## src/hw/rtl/rprs_pkg.sv

```systemverilog
// Shared constants, types and helper functions for the parity recovery / unstripe block.
package rprs_pkg;

	localparam int MAX_DISKS      = 6;
	localparam int MAX_BLOCK_BITS = 16;
	localparam int NIBBLE_BITS    = 4;

	localparam int SYM_W      = 2;
	localparam int DC_W       = 3;
	localparam int BB_W       = 5;
	localparam int CFG_IDX_W  = 2;
	localparam int CFG_DATA_W = 5;

	localparam int COL_W   = $clog2(MAX_BLOCK_BITS);
	localparam int CNT_W   = $clog2(MAX_BLOCK_BITS + 1);
	localparam int DISK_W  = $clog2(MAX_DISKS);
	localparam int REM_W   = $clog2((MAX_DISKS - 1) * MAX_BLOCK_BITS + 1);
	localparam int FILL_W  = $clog2(NIBBLE_BITS);
	localparam int SHAMT_W = FILL_W + 1;

	// symbol bit that marks an erasure (codes two and three)
	localparam int SYM_ERASE = 1;

	localparam logic KIND_DATA   = 1'b0;
	localparam logic KIND_STATUS = 1'b1;

	localparam logic [DC_W-1:0] DC_RESET = DC_W'(6);
	localparam logic [BB_W-1:0] BB_RESET = BB_W'(16);
	localparam logic            PO_RESET = 1'b0;

	typedef enum logic [CFG_IDX_W-1:0] {
		REG_DISK_COUNT = 2'd0,
		REG_BLOCK_BITS = 2'd1,
		REG_PARITY_ODD = 2'd2
	} cfg_reg_t;

	// stripe store / serializer control
	typedef struct packed {
		logic              wr;
		logic [COL_W-1:0]  col;
		logic              load;
		logic              shift;
		logic [DISK_W-1:0] disk;
	} stripe_ctl_t;

	// nibble packer commands
	typedef struct packed {
		logic push;
		logic bit_val;
		logic last;
		logic pad;
		logic status;
		logic status_ok;
	} pack_cmd_t;

	function automatic logic [DC_W-1:0] eff_disks(input logic [DC_W-1:0] dc);
		logic [DC_W-1:0] r;
		begin
			r = dc;
			if (dc < DC_W'(2))
				r = DC_W'(2);
			else if (dc > DC_W'(MAX_DISKS))
				r = DC_W'(MAX_DISKS);
			return r;
		end
	endfunction

	function automatic logic [CNT_W-1:0] eff_bits(input logic [BB_W-1:0] bb);
		logic [CNT_W-1:0] r;
		begin
			r = CNT_W'(bb);
			if (bb == '0)
				r = CNT_W'(1);
			else if (BB_W'(bb) > BB_W'(MAX_BLOCK_BITS))
				r = CNT_W'(MAX_BLOCK_BITS);
			return r;
		end
	endfunction

endpackage

```

## src/hw/rtl/rprs_repair.sv

```systemverilog
// Column repair: single-erasure rebuild from parity and the invalid condition.
module rprs_repair (
	input  logic [rprs_pkg::MAX_DISKS-1:0][rprs_pkg::SYM_W-1:0] sym,
	input  logic [rprs_pkg::DC_W-1:0]                          dc,
	input  logic                                               parity_odd,
	output logic [rprs_pkg::MAX_DISKS-1:0]                     bits,
	output logic                                               bad
);
	import rprs_pkg::*;

	logic [MAX_DISKS-1:0] er;
	logic [MAX_DISKS-1:0] raw;
	logic                 multi;
	logic                 single;
	logic                 mismatch;

	always_comb begin
		for (int j = 0; j < MAX_DISKS; j++) begin
			er[j]  = (DC_W'(j) < dc) && sym[j][SYM_ERASE];
			raw[j] = (DC_W'(j) < dc) && !sym[j][SYM_ERASE] && sym[j][0];
		end
	end

	// more than one bit set: clear lowest and test the rest
	assign multi    = |(er & (er - 1'b1));
	assign single   = (|er) && !multi;
	assign mismatch = (^raw) != parity_odd;

	assign bits = raw | ({MAX_DISKS{single && mismatch}} & er);
	assign bad  = multi || (!(|er) && mismatch);

endmodule

```

## src/hw/rtl/rprs_stripe.sv

```systemverilog
// Stripe store with a bit-serial readout shift register.
module rprs_stripe (
	input  logic                                 clk,
	input  rprs_pkg::stripe_ctl_t                ctl,
	input  logic [rprs_pkg::MAX_DISKS-1:0]       col_bits,
	output logic                                 sbit
);
	import rprs_pkg::*;

	logic [MAX_BLOCK_BITS-1:0] stripe_q [MAX_DISKS];
	logic [MAX_BLOCK_BITS-1:0] sh_q;

	always_ff @(posedge clk) begin
		if (ctl.wr) begin
			for (int j = 0; j < MAX_DISKS; j++)
				stripe_q[j][ctl.col] <= col_bits[j];
		end
		if (ctl.load)
			sh_q <= stripe_q[ctl.disk];
		else if (ctl.shift)
			sh_q <= sh_q >> 1;
	end

	// first column leaves first
	assign sbit = sh_q[0];

endmodule

```

## src/hw/rtl/rprs_packer.sv

```systemverilog
// Nibble packer and output register.
module rprs_packer (
	input  logic                          clk,
	input  logic                          arst_n,
	input  rprs_pkg::pack_cmd_t           cmd,
	input  logic                          out_stall,
	output logic                          avail,
	output logic                          out_valid,
	output logic                          item_kind,
	output logic [rprs_pkg::NIBBLE_BITS-1:0] nibble,
	output logic                          set_valid,
	output logic                          last_result
);
	import rprs_pkg::*;

	logic [NIBBLE_BITS-1:0] acc_q;
	logic [FILL_W-1:0]      fill_q;
	logic                   ov_q;
	logic                   kind_q;
	logic [NIBBLE_BITS-1:0] nib_q;
	logic                   sv_q;
	logic                   lr_q;

	logic [NIBBLE_BITS-1:0] acc_next;
	logic [NIBBLE_BITS-1:0] pad_nib;
	logic                   full_now;
	logic                   emit;

	assign avail    = !ov_q || !out_stall;
	assign acc_next = {acc_q[NIBBLE_BITS-2:0], cmd.bit_val};
	assign pad_nib  = acc_q << (SHAMT_W'(NIBBLE_BITS) - SHAMT_W'(fill_q));
	assign full_now = cmd.push && (fill_q == FILL_W'(NIBBLE_BITS - 1));
	assign emit     = full_now || (cmd.pad && (fill_q != '0)) || cmd.status;

	always_ff @(posedge clk or negedge arst_n) begin
		if (!arst_n) begin
			ov_q   <= 1'b0;
			acc_q  <= '0;
			fill_q <= '0;
		end else begin
			if (emit)
				ov_q <= 1'b1;
			else if (ov_q && !out_stall)
				ov_q <= 1'b0;

			if (cmd.push && !full_now) begin
				acc_q  <= acc_next;
				fill_q <= fill_q + 1'b1;
			end else if (full_now || cmd.pad || cmd.status) begin
				acc_q  <= '0;
				fill_q <= '0;
			end
		end
	end

	always_ff @(posedge clk) begin
		if (full_now) begin
			kind_q <= KIND_DATA;
			nib_q  <= acc_next;
			sv_q   <= 1'b0;
			lr_q   <= cmd.last;
		end else if (cmd.pad && (fill_q != '0)) begin
			kind_q <= KIND_DATA;
			nib_q  <= pad_nib;
			sv_q   <= 1'b0;
			lr_q   <= 1'b0;
		end else if (cmd.status) begin
			kind_q <= KIND_STATUS;
			nib_q  <= '0;
			sv_q   <= cmd.status_ok;
			lr_q   <= 1'b1;
		end
	end

	assign out_valid   = ov_q;
	assign item_kind   = kind_q;
	assign nibble      = nib_q;
	assign set_valid   = sv_q;
	assign last_result = lr_q;

endmodule

```

## src/hw/rtl/raid_parity_recover_unstripe_core.sv

```systemverilog
// Top level: RAID parity erasure recovery and stripe unstriping, bit-serial drain.
// A column is repaired and stored in the cycle it is accepted. A column that
//   closes a stripe (or is the last column) starts a drain: each data disk in turn is loaded
//   into the stripe shift register and shifted out one data bit per cycle while the output
//   is not stalled; the last column adds a pad step and a status step.
// Throughput: one column per cycle inside a stripe; the item that closes a stripe holds
//   input until the drain is done. Output stalls pause the drain bit by bit.
// Reset (arst_n low, async): control clears, registers return to 6 disks, 16 bits, even.
module raid_parity_recover_unstripe_core (
	input  logic                               clk,
	input  logic                               arst_n,
	// column input
	input  logic                               in_valid,
	output logic                               in_stall,
	input  logic [rprs_pkg::SYM_W-1:0]         disk0_sym,
	input  logic [rprs_pkg::SYM_W-1:0]         disk1_sym,
	input  logic [rprs_pkg::SYM_W-1:0]         disk2_sym,
	input  logic [rprs_pkg::SYM_W-1:0]         disk3_sym,
	input  logic [rprs_pkg::SYM_W-1:0]         disk4_sym,
	input  logic [rprs_pkg::SYM_W-1:0]         disk5_sym,
	input  logic                               last_column,
	// result output
	output logic                               out_valid,
	input  logic                               out_stall,
	output logic                               item_kind,
	output logic [rprs_pkg::NIBBLE_BITS-1:0]   nibble,
	output logic                               set_valid,
	output logic                               last_result,
	// configuration writes
	input  logic                               cfg_valid,
	output logic                               cfg_ready,
	input  logic [rprs_pkg::CFG_IDX_W-1:0]     cfg_index,
	input  logic [rprs_pkg::CFG_DATA_W-1:0]    cfg_data
);
	import rprs_pkg::*;

	typedef enum logic [2:0] {
		ST_IDLE,
		ST_LOAD,
		ST_SHIFT,
		ST_PAD,
		ST_STATUS
	} state_t;

	// parity rotation: index is at most five, so two conditional subtracts suffice
	function automatic logic [DC_W-1:0] mod_small(input logic [DC_W-1:0] a,
	                                              input logic [DC_W-1:0] m);
		logic [DC_W-1:0] r;
		begin
			r = a;
			if (r >= m)
				r = r - m;
			if (r >= m)
				r = r - m;
			return r;
		end
	endfunction

	state_t           state_q;
	logic [DC_W-1:0]  dc_cfg_q;
	logic [BB_W-1:0]  bb_cfg_q;
	logic             po_cfg_q;

	logic [COL_W-1:0] col_q;      // next column within the stripe
	logic [DC_W-1:0]  pidx_q;     // rotating parity disk
	logic             inv_q;      // sticky invalid
	logic             last_q;     // current item is the last column
	logic [DC_W-1:0]  skip_q;     // parity disk of the stripe in drain
	logic [DC_W-1:0]  disk_q;     // disk being drained
	logic [CNT_W-1:0] cols_q;     // columns in the stripe being drained
	logic [CNT_W-1:0] k_q;        // bits left on this disk
	logic [REM_W-1:0] rem_q;      // bits left in the whole drain

	logic [DC_W-1:0]            dc_eff;
	logic [CNT_W-1:0]           bb_eff;
	logic [CNT_W-1:0]           bb_m1;
	logic [COL_W-1:0]           col_sel;
	logic [CNT_W-1:0]           colcnt;
	logic                       drain_go;
	logic [REM_W-1:0]           rem_init;
	logic                       in_fire;
	logic                       avail;
	logic                       sbit;
	logic [MAX_DISKS-1:0]       rep_bits;
	logic                       rep_bad;
	logic [MAX_DISKS-1:0][SYM_W-1:0] syms;
	stripe_ctl_t                sctl;
	pack_cmd_t                  pcmd;

	assign dc_eff = eff_disks(dc_cfg_q);
	assign bb_eff = eff_bits(bb_cfg_q);

	assign in_stall  = (state_q != ST_IDLE);
	assign in_fire   = in_valid && !in_stall;
	assign cfg_ready = 1'b1;

	assign syms = {disk5_sym, disk4_sym, disk3_sym, disk2_sym, disk1_sym, disk0_sym};

	// a shrunk block_bits mid-stripe pins the write to the last column
	assign bb_m1    = bb_eff - 1'b1;
	assign col_sel  = (CNT_W'(col_q) >= bb_m1) ? bb_m1[COL_W-1:0] : col_q;
	assign colcnt   = CNT_W'(col_sel) + 1'b1;
	assign drain_go = (colcnt >= bb_eff) || last_column;
	assign rem_init = REM_W'(REM_W'(dc_eff - 1'b1) * REM_W'(colcnt));

	rprs_repair u_repair (
		.sym        (syms),
		.dc         (dc_eff),
		.parity_odd (po_cfg_q),
		.bits       (rep_bits),
		.bad        (rep_bad)
	);

	rprs_stripe u_stripe (
		.clk      (clk),
		.ctl      (sctl),
		.col_bits (rep_bits),
		.sbit     (sbit)
	);

	rprs_packer u_packer (
		.clk         (clk),
		.arst_n      (arst_n),
		.cmd         (pcmd),
		.out_stall   (out_stall),
		.avail       (avail),
		.out_valid   (out_valid),
		.item_kind   (item_kind),
		.nibble      (nibble),
		.set_valid   (set_valid),
		.last_result (last_result)
	);

	// datapath commands for the current state
	always_comb begin
		sctl      = '0;
		pcmd      = '0;
		sctl.wr   = in_fire;
		sctl.col  = col_sel;
		sctl.disk = disk_q[DISK_W-1:0];
		case (state_q)
			ST_LOAD: begin
				sctl.load = (disk_q < dc_eff) && (disk_q != skip_q);
			end
			ST_SHIFT: begin
				sctl.shift   = avail;
				pcmd.push    = avail;
				pcmd.bit_val = sbit;
				// a nibble completed with fewer than four bits to follow is the item's last, unless the item is the last column
				pcmd.last    = !last_q && (rem_q <= REM_W'(NIBBLE_BITS));
			end
			ST_PAD: begin
				pcmd.pad = avail;
			end
			ST_STATUS: begin
				pcmd.status    = avail;
				pcmd.status_ok = !inv_q;
			end
			default: begin
				sctl.load = 1'b0;
			end
		endcase
	end

	always_ff @(posedge clk or negedge arst_n) begin
		if (!arst_n) begin
			state_q  <= ST_IDLE;
			dc_cfg_q <= DC_RESET;
			bb_cfg_q <= BB_RESET;
			po_cfg_q <= PO_RESET;
			col_q    <= '0;
			pidx_q   <= '0;
			inv_q    <= 1'b0;
			last_q   <= 1'b0;
			skip_q   <= '0;
			disk_q   <= '0;
			cols_q   <= '0;
			k_q      <= '0;
			rem_q    <= '0;
		end else begin
			if (cfg_valid && cfg_ready) begin
				case (cfg_reg_t'(cfg_index))
					REG_DISK_COUNT: dc_cfg_q <= cfg_data[DC_W-1:0];
					REG_BLOCK_BITS: bb_cfg_q <= cfg_data[BB_W-1:0];
					REG_PARITY_ODD: po_cfg_q <= cfg_data[0];
					default:        po_cfg_q <= po_cfg_q;
				endcase
			end

			case (state_q)
				ST_IDLE: begin
					if (in_fire) begin
						inv_q  <= inv_q | rep_bad;
						last_q <= last_column;
						if (drain_go) begin
							col_q   <= '0;
							cols_q  <= colcnt;
							rem_q   <= rem_init;
							skip_q  <= mod_small(pidx_q, dc_eff);
							disk_q  <= '0;
							state_q <= ST_LOAD;
						end else begin
							col_q <= colcnt[COL_W-1:0];
						end
					end
				end
				ST_LOAD: begin
					if (disk_q >= dc_eff) begin
						// drain done: rotate parity
						pidx_q  <= (DC_W'(skip_q + 1'b1) == dc_eff) ? '0 :
						           DC_W'(skip_q + 1'b1);
						state_q <= last_q ? ST_PAD : ST_IDLE;
					end else if (disk_q == skip_q) begin
						disk_q <= disk_q + 1'b1;
					end else begin
						k_q     <= cols_q;
						state_q <= ST_SHIFT;
					end
				end
				ST_SHIFT: begin
					if (avail) begin
						rem_q <= rem_q - 1'b1;
						k_q   <= k_q - 1'b1;
						if (k_q == CNT_W'(1)) begin
							disk_q  <= disk_q + 1'b1;
							state_q <= ST_LOAD;
						end
					end
				end
				ST_PAD: begin
					if (avail)
						state_q <= ST_STATUS;
				end
				ST_STATUS: begin
					if (avail) begin
						col_q   <= '0;
						pidx_q  <= '0;
						inv_q   <= 1'b0;
						last_q  <= 1'b0;
						state_q <= ST_IDLE;
					end
				end
				default: begin
					state_q <= ST_IDLE;
				end
			endcase
		end
	end

	a_status_is_last: assert property (@(posedge clk) disable iff (!arst_n)
		(out_valid && (item_kind == KIND_STATUS)) |-> last_result)
		else $error("status item without last_result");

	a_shift_has_bits: assert property (@(posedge clk) disable iff (!arst_n)
		(state_q == ST_SHIFT) |-> ((rem_q != '0) && (k_q != '0)))
		else $error("drain shifting with no bits left");

	a_skip_in_range: assert property (@(posedge clk) disable iff (!arst_n)
		(state_q == ST_LOAD) |-> (skip_q < dc_eff))
		else $error("parity disk outside the set");

	a_last_holds_input: assert property (@(posedge clk) disable iff (!arst_n)
		(in_fire && last_column) |=> in_stall)
		else $error("input taken right after last column");

	a_cmd_when_room: assert property (@(posedge clk) disable iff (!arst_n)
		(pcmd.push || pcmd.pad || pcmd.status) |-> avail)
		else $error("packer command while output register blocked");

endmodule

```

## config.mk

```make
export PLATFORM = sky130hd
export DESIGN_NAME = raid_parity_recover_unstripe_core
export DESIGN_NICKNAME = d
export VERILOG_FILES = /design/src/hw/rtl/rprs_pkg.sv /design/src/hw/rtl/rprs_repair.sv /design/src/hw/rtl/rprs_stripe.sv /design/src/hw/rtl/rprs_packer.sv /design/src/hw/rtl/raid_parity_recover_unstripe_core.sv
export SDC_FILE = /design/constraint.sdc
export NUM_CORES = 1
export LEC_CHECK = 0
export ABC_AREA = 1
export BUFFER_PORTS_ARGS = -buffer_cell sky130_fd_sc_hd__buf_2
export CAP_MARGIN = 20
export CORE_AREA = 2 2 191 193
export DETAILED_ROUTE_END_ITERATION = 10
export DIE_AREA = 0 0 193 195
export MAX_ROUTING_LAYER = met4
export PLACE_DENSITY_LB_ADDON = 0.2
export SLEW_MARGIN = 20
export SYNTH_ARGS = -nofsm -noshare
export SYNTH_HDL_FRONTEND = slang
export SYNTH_SLANG_ARGS = --single-unit
```

## constraint.sdc

```tcl
create_clock -name clk -period 14.7 [get_ports clk]
set_clock_uncertainty 0.2 [all_clocks]
set_input_delay 1.47 -clock clk [delete_from_list [all_inputs] [get_ports clk]]
set_output_delay 1.47 -clock clk [all_outputs]
set_load 0.01 [all_outputs]
```

==> results of run 1 <==
[flip-flops by register name, summed over array words and instances, names as in the netlist, 5 cells and up]
name	count
bb_cfg_q	5
cols_q	5
k_q	5
rem_q	7
u_stripe.sh_q	16
u_stripe.stripe_q	96
[cell type report]
cell class                      instances  area [sq um]  share of cell area [%]
Clock buffer                           19           433                    4.27
Multi-Input combinational cell        635          3540                    34.9
Inverter                              101           379                    3.74
Clock inverter                         13           156                    1.54
Timing Repair Buffer                   41           225                    2.22
Sequential cell                       170          4830                    47.6
Tap cell                              461           577                    5.69
[cell families (layout without fill, tap and decap cells)]
family / after synthesis / after routing / synth area share, %
AOI/OAI and AO/OA: 199 / 199 / 12.4
xor gates and xnor gates: 23 / 23 / 2.28
adders and majority gates: 46 / 46 / 7.28
buffers and inverters: 124 / 174 / 5.47
DFF: 170 / 170 / 54.7
muxes: 2 / 2 / 0.227
other: 2 / 5 / 0.0850
and+or+nand+nor: 360 / 360 / 17.5
[power breakdown]
group          internal (mW)  total, mW  switching (mW)
sequential             0.641      0.693          0.0520
clock                  0.256      0.465           0.210
combinational          0.280      0.864           0.584
[Yosys cell counts (4+ instances only)]
library cell | n | area share [%]
o21ai_0 | 114 | 6.5
edfxtp_1 | 117 | 40
nor3_1 | 4 | 0.23
nand2_1 | 175 | 7.4
o211ai_1 | 8 | 0.68
xnor2_1 | 13 | 1.3
a21oi_1 | 22 | 1.2
nand3_1 | 32 | 1.8
nor2_1 | 118 | 5.0
nand2_4 | 4 | 0.51
dfrtp_1 | 48 | 14
inv_1 | 94 | 4.0
nand4_1 | 4 | 0.28
xor2_1 | 10 | 0.99
o21ai_1 | 8 | 0.45
ha_1 | 37 | 5.2
inv_2 | 5 | 0.21
nand2_2 | 12 | 0.85
fa_1 | 9 | 2.0
o22ai_1 | 28 | 2.0
a31oi_1 | 6 | 0.42
clkbuf_1 | 16 | 0.68
[through the flow]
step	hold slack (ps)	cells	area, sq um
final	284	1440	10100
after global routing	313	1440	10100
after CTS	297	1440	10100
after detailed placement	285	1408	9560
after global placement	284	1408	9560
after floorplan	253	929	8850
[final timing paths]
| check | end | slack, ps |
|---|---|---|
| max in group asynchronous | u_packer.acc_q[1]$_DFFE_PN0P_ | 12860 |
| min in group asynchronous | col_q[2]$_DFFE_PN0P_ | 960 |
| worst min-delay path | u_packer.item_kind$_SDFFE_PP0P_ | 280 |
| worst min register to register | u_packer.item_kind$_SDFFE_PP0P_ | 280 |
| worst max-delay path | rem_q[6]$_DFFE_PN0P_ | 9000 |
| worst max register to register | rem_q[6]$_DFFE_PN0P_ | 9000 |
[worst register-to-register path, delay by kind of cell (launching register included)]
kind,cells,cell delay (ps)
AOI/OAI and AO/OA,3,490
xor gates and xnor gates,2,400
adders and majority gates,6,2210
buffers and inverters,5,440
DFF,1,420
and+or+nand+nor,17,1440
[routing by layer]
layer | part of all wire [%] | up-vias
met1 | 52 | 3025
met3 | 2.6 | 13
li1 | - | 3219
met4 | 1.2 | 0
met2 | 44 | 84
met5 | 0 | -
==> out/metrics.csv, run 1 <==
stage,metric,value,unit
outcome,outcome,finished clean,
setup_path,R2R cell count,33,
clock_tree,CTS Hold Bufs,0,
pwr,pwr dens,199,nW/um^2
grt,antenna violations before repair,0,
clock_tree,CTS buffer count,17,
clock_tree,Post-CTS Resized,0,
pwr,total power,2.02,mW
grt,vias in the first global route,6163,
timing,period utilization,38.8,%
synth,Ys Warns,0,
setup_path,CP arrival,5840,ps
floorplanning,total die area,37600,sq um
setup_path,CP startpoint kind,flip-flop,
grt,GRT Overall Usage,12.4,%
min_path,min-delay src,u_packer.item_kind$_SDFFE_PP0P_,
clock_tree,Skew-Pair Late Insertion Delay,440,ps
clock_tree,CTS root buf,clkbuf_16,
setup_path,critical path type,flip-flop to flip-flop,
drt,Remaining DRCs,0,
final_layout,nets,1037,
placement,GPL Wtd Cong,0.844,
grt,first-pass GRT wire length,34500,microns
final_layout,Filler cells,3804,
clock_tree,H-Tree Depth,4,
timing,setup TNS,0,ps
setup_path,CP max stage delay,520,ps
min_path,WHS Path Cells,1,
final_layout,"commonest cells after routing, fill and taps aside","nand2_1, nor2_1, edfxtp_1",
setup_path,WP depth,33,
drt,Vias,6341,
drt,1st-iter DRT viols,390,
grt,met2 Resource Use GR,18.2,%
synth,Post-Syn Area,8830,sq um
setup_path,worst reg2reg startpoint,bb_cfg_q[2]$_DFFE_PN0P_,
final_layout,Layout area overhead,14.8,%
pwr,leakage power,4.20,nW
synth,Cells after Synth,926,
final_layout,Layout Utilization,28.7,%
final_layout,fraction of layout cells with a size suffix above 1,11.2,%
final_layout,"commonest non-fill, non-tap cell in the layout",nand2_1,
grt,layer carrying the most global-route usage,met2,
timing,Pins Over Slew Limit,0,
timing,achievable frequency,0.176,GHz
synth,synthesized flop and latch total,170,
final_layout,n_diodes,0,
placement,pre-CTS setup slack,8970,ps
grt,M1 GR Usage,17.3,%
floorplanning,# rows,69,
setup_path,Crit path max-delay family,adder cells,
synth,"Async S/R FF share, synth",30.0,%
setup_path,CP bufs+invs,5,
setup_path,crit-path most repeated cell,nand2_1,
pwr,Peak supply drop,91.0,uV
timing,setup ws final,9000,ps
timing,Worst-Margin Slew,932,ps
timing,Final Hold Vio Count,0,
grt,Global Route met3 Usage,1.99,%
synth,syn avg cell area,9.54,sq um
synth,post-synthesis sequential area ratio,54.7,%
setup_path,Worst Path Max Fanout,9,
drt,DRT Pass-1 Iters,5,
setup_path,CP max-delay cell,fa_1,
timing,Final setup viols,0,
drt,Antenna Nets Post-Route,0,
placement,DP HPWL,14600,microns
floorplanning,Die Wd,193,microns
clock_tree,CTS tree,done,
placement,IO buf count,33,
drt,vias per inst,4.40,
floorplanning,Die Ht,195,microns
floorplanning,core box area,35400,sq um
setup_path,WP data required,14840,ps
setup_path,Critical Path Sink Type,flip-flop,
min_path,worst min-delay path class,flip-flop to flip-flop,
flow_run,max_cap viols,0,
clock_tree,"Clk pin slew, worst setup/hold paths",70,ps
clock_tree,Max Root-Sink Buffers,2,
grt,gr ovfl total,0,
synth,Unique masters post-synth,48,
clock_tree,Post-CTS Setup Repair Bufs,0,
setup_path,CP Launch Point,bb_cfg_q[2]$_DFFE_PN0P_,
timing,"Min Clock Period, post-route",5700,ps
timing,RSZ-0062 raised after global routing,no,
drt,drt wl/cell,14.9,microns
timing,Worst slew margin,37.9,%
floorplanning,Initial Util,25.0,%
drt,"wirelength, routed",21500,microns
synth,Post-synth EDFFs,117,
floorplanning,I/O Pins,35,
clock_tree,clk sinks,170,
grt,largest net degree at the start of global routing,52,
synth,ys flop type,edfxtp_1,
Note: power is estimated with default switching activity, not from simulation.
==> inputs of run 2 (changes only) <==
==> constraint.sdc (replaced) <==
create_clock -name clk -period 4.7 [get_ports clk]
set_clock_uncertainty 0.2 [all_clocks]
set_input_delay 0.47 -clock clk [delete_from_list [all_inputs] [get_ports clk]]
set_output_delay 0.47 -clock clk [all_outputs]
set_load 0.01 [all_outputs]
==> out/metrics.csv, run 2 (same netlist as run 1, synthesis figures left out) <==
stage,metric,value,unit,change
clock_tree,Skew-Pair Late Insertion Delay,430,ps,was 440 ps
timing,Pins Over Slew Limit,0,,unchanged
clock_tree,clk sinks,170,,unchanged
pwr,Switching Power,2.80,mW,was 0.846 mW
setup_path,Worst Path Max Fanout,6,,was 9
drt,vias per inst,4.38,,was 4.40
final_layout,nets,1121,,was 1037
setup_path,critical path endpoint,cols_q[4]$_DFFE_PN0P_,,was rem_q[6]$_DFFE_PN0P_
setup_path,worst reg2reg startpoint,bb_cfg_q[3]$_DFFE_PN0P_,,was bb_cfg_q[2]$_DFFE_PN0P_
final_layout,Filler cells,3711,,was 3804
timing,period utilization,112,%,was 38.8%
placement,IO buf count,33,,unchanged
drt,WL met1,11700,microns,was 11200 microns
timing,Worst slew margin,40.6,%,was 37.9%
pwr,Peak supply drop,279,uV,was 91.0 uV
final_layout,Regs by FF count,"u_stripe.stripe_q x96, u_stripe.sh_q x16, rem_q x7",,unchanged
grt,largest net degree at the start of global routing,52,,unchanged
placement,DP HPWL,15400,microns,was 14600 microns
min_path,worst min-delay path class,input pin to async pin,,was flip-flop to flip-flop
floorplanning,total die area,37600,sq um,unchanged
clock_tree,CTS buffer count,17,,unchanged
setup_path,CP max-delay cell,dfrtp_1,,was fa_1
drt,Remaining DRCs,0,,unchanged
pwr,Sequential Power Share,32.6,%,was 34.3%
final_layout,final std cells w/o fill,1522,,was 1440
timing,Final setup viols,5,,was 0
setup_path,CP startpoint kind,flip-flop,,unchanged
setup_path,CP Launch Point,bb_cfg_q[3]$_DFFE_PN0P_,,was bb_cfg_q[2]$_DFFE_PN0P_
final_layout,fraction of layout cells with a size suffix above 1,22.8,%,was 11.2%
placement,GPL Wtd Cong,0.806,,was 0.844
setup_path,CP arrival,5440,ps,was 5840 ps
drt,Met2 Wirelength,10400,microns,was 9490 microns
pwr,Clk pwr share,19.6,%,was 23.0%
drt,Vias,6662,,was 6341
floorplanning,I/O Pins,35,,unchanged
clock_tree,CTS root buf,clkbuf_16,,unchanged
setup_path,crit-path most repeated cell,buf_4,,was nand2_1
grt,vias in the first global route,6867,,was 6163
clock_tree,CTS tree,done,,unchanged
setup_path,Critical Path Sink Type,flip-flop,,unchanged
timing,achievable frequency,0.190,GHz,was 0.176 GHz
pwr,Logic pwr share,47.8,%,was 42.7%
setup_path,CP max stage delay,380,ps,was 520 ps
setup_path,critical path type,flip-flop to flip-flop,,unchanged
drt,1st-iter DRT viols,407,,was 390
drt,met3 WL,622,microns,was 563 microns
timing,"Min Clock Period, post-route",5270,ps,was 5700 ps
grt,first-pass GRT wire length,37400,microns,was 34500 microns
floorplanning,core box area,35400,sq um,unchanged
floorplanning,Die Wd,193,microns,unchanged
pwr,Int Power,3.89,mW,was 1.18 mW
drt,DRT Pass-1 Iters,5,,unchanged
grt,GRT Overall Usage,13.3,%,was 12.4%
timing,WHS,-12.9,ps,was 284 ps
drt,drt wl/cell,15.1,microns,was 14.9 microns
pwr,Switching Share,41.9,%,was 41.8%
outcome,failing checks,"negative hold slack, negative setup slack",,
clock_tree,"Clk pin slew, worst setup/hold paths",70,ps,about the same
drt,Max Used Layer,met4,,unchanged
setup_path,R2R setup slack,-570,ps,was 9000 ps
outcome,outcome,"complete, but fails checks",,was finished clean
flow_run,max_cap viols,0,,unchanged
pwr,pwr dens,608,nW/um^2,was 199 nW/um^2
timing,RSZ-0062 raised after global routing,yes,,was no
grt,gr ovfl total,0,,unchanged
clock_tree,H-Tree Depth,4,,unchanged
pwr,total power,6.69,mW,was 2.02 mW
timing,Final Hold Vio Count,41,,was 0
floorplanning,Die Ht,195,microns,unchanged
final_layout,"commonest non-fill, non-tap cell in the layout",nand2_1,,unchanged
floorplanning,# rows,69,,unchanged
setup_path,FF-to-FF End,cols_q[4]$_DFFE_PN0P_,,was rem_q[6]$_DFFE_PN0P_
setup_path,WP data required,4870,ps,was 14840 ps
drt,Antenna Nets Post-Route,0,,unchanged
placement,pre-CTS setup slack,-672,ps,was 8970 ps
timing,Worst-Margin Slew,890,ps,was 932 ps
floorplanning,Initial Util,25.0,%,unchanged
final_layout,max reg flops,96,,unchanged
setup_path,R2R cell count,39,,was 33
pwr,leakage power,4.59,nW,was 4.20 nW
final_layout,n_diodes,0,,unchanged
final_layout,Layout area overhead,24.5,%,was 14.8%
clock_tree,Max Root-Sink Buffers,2,,unchanged
final_layout,"commonest cells after routing, fill and taps aside","nand2_1, edfxtp_1, nor2_1",,"was nand2_1, nor2_1, edfxtp_1"
placement,DP Cell Count,1460,,was 1408
final_layout,Biggest register,u_stripe.stripe_q,,unchanged
timing,setup ws final,-571,ps,was 9000 ps
final_layout,Layout Utilization,31.1,%,was 28.7%
drt,"wirelength, routed",23000,microns,was 21500 microns
grt,antenna violations before repair,0,,unchanged
==> run 2: changes by cell type in the layout (fill, tap and decap cells not counted), sizes merged <==
cell / delta
buf: +84
clkbuf: -1
bufinv: -2
inv: -3
clkinv: +4
==> run 2: routing by layer <==
metal  global-route usage, %  vias up
li1                        -     3385
met2                    20.4       84
met1                    18.2     3184
met5                       -        -
met4                    3.90        0
met3                    1.91        9
==> run 2: timing repair <==
| item | 4_1_cts | 5_1_grt |
|---|---|---|
| gates resized for setup | 23 | 28 |
| setup buffers | 31 | 4 |
| hold buffers | 0 | 0 |
| pin swaps | 30 | 9 |
| endpoints found under the setup margin | 4 | 23 |
==> run 2: layout make-up <==
type | count | area [sq um] | share of cell area, %
clock buffers | 18 | 429 | 3.90
clock inverters | 12 | 93.8 | 0.853
inverters | 101 | 387 | 3.51
multi-input cells | 635 | 3790 | 34.5
flip-flops and latches | 170 | 4830 | 43.9
well taps | 461 | 577 | 5.24
repair buffers | 125 | 887 | 8.06
==> run 2: worst min-delay path by stage <==
stage	from	endpoint	slack, ps
after global routing	arst_n	k_q[2]$_DFFE_PN0P_	50
after floorplan	arst_n	bb_cfg_q[0]$_DFFE_PN0P_	-30
final	arst_n	col_q[1]$_DFFE_PN0P_	-10
after CTS	arst_n	k_q[2]$_DFFE_PN0P_	8
after global placement	u_packer.item_kind$_SDFFE_PP0P_	u_packer.item_kind$_SDFFE_PP0P_	250
after detailed placement	u_packer.set_valid$_SDFFE_PP0P_	u_packer.set_valid$_SDFFE_PP0P_	250
==> run 2: per-stage QoR <==
| stage | area, sq um | setup TNS (ps) |
|---|---|---|
| final | 11000 | -2150 |
| after global routing | 11000 | -3580 |
| after CTS | 10900 | -1980 |
| after detailed placement | 10000 | -1990 |
| after global placement | 10000 | -1710 |
| after floorplan | 8950 | -352 |
==> run 2: critical path, delay by kind of cell, from the launching register on <==
kind,cells,cell delay (ps)
buf+inv,23,2690
simple gates,10,920
fa+ha+maj,2,460
compound gates,3,400
flops,1,380
xor+xnor,1,150
==> run 2: power by group through the flow <==
stage	clock network, mW	logic (mW)	registers (mW)
after floorplan	0	2.04	2.17
after global routing	1.41	3.66	2.23
final	1.31	3.19	2.18
after global placement	0	3.01	2.21
after detailed placement	0	3.01	2.21
after CTS	1.35	3.15	2.19
==> inputs of run 3 (changes only) <==
==> constraint.sdc (replaced) <==
create_clock -name clk -period 5.5 [get_ports clk]
set_clock_uncertainty 0.2 [all_clocks]
set_input_delay 0.55 -clock clk [delete_from_list [all_inputs] [get_ports clk]]
set_output_delay 0.55 -clock clk [all_outputs]
set_load 0.01 [all_outputs]
==> out/metrics.csv, run 3 (same netlist as run 1, synthesis figures left out) <==
stage,metric,value,unit,change
setup_path,WP data required,5630,ps,was 4870 ps
clock_tree,CTS root buf,clkbuf_16,,unchanged
setup_path,CP max-delay cell,fa_2,,was dfrtp_1
setup_path,R2R cell count,33,,was 39
setup_path,FF-to-FF End,rem_q[6]$_DFFE_PN0P_,,was cols_q[4]$_DFFE_PN0P_
drt,vias per inst,4.37,,was 4.38
floorplanning,Die Wd,193,microns,unchanged
timing,Worst-Margin Slew,915,ps,was 890 ps
final_layout,n_diodes,0,,unchanged
placement,DP Area,9720,sq um,was 10000 sq um
final_layout,post-route cell area,10600,sq um,was 11000 sq um
floorplanning,core box area,35400,sq um,unchanged
clock_tree,Max Root-Sink Buffers,2,,unchanged
setup_path,R2R setup slack,100,ps,was -570 ps
final_layout,max reg flops,96,,unchanged
clock_tree,clk sinks,170,,unchanged
clock_tree,Skew-Pair Late Insertion Delay,440,ps,was 430 ps
drt,Antenna Nets Post-Route,0,,unchanged
placement,DP Cell Count,1430,,was 1460
final_layout,sequential cell area,4830,sq um,unchanged
timing,period utilization,98.2,%,was 112%
setup_path,worst reg2reg startpoint,bb_cfg_q[2]$_DFFE_PN0P_,,was bb_cfg_q[3]$_DFFE_PN0P_
final_layout,"commonest cells after routing, fill and taps aside","nand2_1, edfxtp_1, nor2_1",,unchanged
clock_tree,"Clk pin slew, worst setup/hold paths",70,ps,about the same
floorplanning,# rows,69,,unchanged
setup_path,crit-path most repeated cell,nand2_2,,was buf_4
setup_path,critical path type,flip-flop to flip-flop,,unchanged
timing,"Min Clock Period, post-route",5400,ps,was 5270 ps
setup_path,CP arrival,5530,ps,was 5440 ps
timing,achievable frequency,0.185,GHz,was 0.190 GHz
pwr,total power,5.63,mW,was 6.69 mW
final_layout,Layout Utilization,29.9,%,was 31.1%
clock_tree,CTS buffer count,17,,unchanged
timing,Pins Over Slew Limit,0,,unchanged
placement,IO buf count,33,,unchanged
drt,Remaining DRCs,0,,unchanged
grt,vias in the first global route,6508,,was 6867
clock_tree,H-Tree Depth,4,,unchanged
flow_run,max_cap viols,0,,unchanged
setup_path,critical path endpoint,rem_q[6]$_DFFE_PN0P_,,was cols_q[4]$_DFFE_PN0P_
floorplanning,I/O Pins,35,,unchanged
final_layout,Regs by FF count,"u_stripe.stripe_q x96, u_stripe.sh_q x16, rem_q x7",,unchanged
drt,DRT Pass-1 Iters,4,,was 5
clock_tree,CTS tree,done,,unchanged
timing,Final Hold Vio Count,0,,was 41
drt,1st-iter DRT viols,375,,was 407
min_path,worst min-delay path class,input pin to async pin,,unchanged
timing,RSZ-0062 raised after global routing,yes,,unchanged
timing,Worst slew margin,39.0,%,was 40.6%
pwr,leakage power,4.39,nW,was 4.59 nW
timing,Final setup viols,0,,was 5
final_layout,Layout area overhead,19.7,%,was 24.5%
final_layout,multi-input logic area,3690,sq um,was 3790 sq um
final_layout,Filler cells,3741,,was 3711
setup_path,CP Launch Point,bb_cfg_q[2]$_DFFE_PN0P_,,was bb_cfg_q[3]$_DFFE_PN0P_
setup_path,CP startpoint kind,flip-flop,,unchanged
final_layout,fraction of layout cells with a size suffix above 1,17.3,%,was 22.8%
floorplanning,Die Ht,195,microns,unchanged
final_layout,nets,1073,,was 1121
setup_path,Critical Path Sink Type,flip-flop,,unchanged
setup_path,CP max stage delay,580,ps,was 380 ps
grt,gr ovfl total,0,,unchanged
grt,antenna violations before repair,0,,unchanged
grt,largest net degree at the start of global routing,52,,unchanged
grt,GRT Overall Usage,12.9,%,was 13.3%
pwr,pwr dens,532,nW/um^2,was 608 nW/um^2
final_layout,"commonest non-fill, non-tap cell in the layout",nand2_1,,unchanged
pwr,Peak supply drop,251,uV,was 279 uV
floorplanning,total die area,37600,sq um,unchanged
placement,DP HPWL,14900,microns,was 15400 microns
floorplanning,Initial Util,25.0,%,unchanged
timing,WHS,42.8,ps,was -12.9 ps
setup_path,Worst Path Max Fanout,6,,unchanged
final_layout,Biggest register,u_stripe.stripe_q,,unchanged
placement,GPL Wtd Cong,0.796,,was 0.806
drt,"wirelength, routed",21900,microns,was 23000 microns
drt,drt wl/cell,14.9,microns,was 15.1 microns
outcome,outcome,finished clean,,"was complete, but fails checks"
final_layout,final std cells w/o fill,1476,,was 1522
grt,first-pass GRT wire length,36000,microns,was 37400 microns
drt,Vias,6453,,was 6662
## run 3: cell count changes in the layout (fill, tap and decap cells not counted), moves of 4 or more
cell | before | now
ha_4 | 7 | 3
buf_6 | 5 | 1
nand2_2 | 23 | 18
ha_1 | 30 | 34
inv_1 | 86 | 90
buf_4 | 86 | 43
## run 3: worst min path at each step
stage	slack [ps]	depth (start not counted)	endpoint
floorplan	50	0	bb_cfg_q[0]$_DFFE_PN0P_
global placement	270	1	u_packer.item_kind$_SDFFE_PP0P_
detailed placement	280	1	u_packer.item_kind$_SDFFE_PP0P_
CTS	70	2	bb_cfg_q[1]$_DFFE_PN0P_
global route	120	2	bb_cfg_q[1]$_DFFE_PN0P_
finish	40	2	bb_cfg_q[1]$_DFFE_PN0P_
## run 3: area by class of cell
cell class	count	area share (%)
clock buffers	19	4.09
clock inverters	13	1.54
inverters	101	3.61
multi-input cells	635	34.9
flip-flops and latches	170	45.7
well taps	461	5.45
repair buffers	77	4.72
## run 3: metal layers
layer / share of wire (%) / routed length, microns / track usage, % / up-vias
met5: 0 / 0 / - / -
met4: 1.7 / 367 / 4.01 / 0
met3: 3.1 / 686 / 2.39 / 19
met2: 45 / 9770 / 19.3 / 96
met1: 51 / 11100 / 17.5 / 3046
li1: - / - / - / 3292
## run 3: worst max-delay path: cells and delay by family, from the launching register on
kind	cells	cell delay, ps
fa+ha+maj	6	2220
compound gates	2	350
xor+xnor	2	330
simple gates	19	1570
buf+inv	4	230
flops	1	390
## run 3: through the flow
stage | setup WS [ps] | TNS [ps]
after CTS | 1.28 | 0
final | 101 | 0
after detailed placement | -43.4 | -43.4
after global routing | -228 | -558
after floorplan | 288 | 0
after global placement | 32.1 | 0
## run 3: where the power goes
part           leakage (nW)  total, mW  internal [mW]  switching (mW)
Clock                 0.286       1.23          0.685           0.549
Combinational          2.37       2.54          0.894            1.65
Sequential             1.74       1.85           1.71           0.135
## run 3: repair_timing
item	4_1_cts	5_1_grt
hold buffers	0	0
gates cloned	0	0
hold endpoints to repair	0	0
endpoints found under the setup margin	1	4
pin swaps	0	33
setup buffers	1	13
resized for setup	1	45
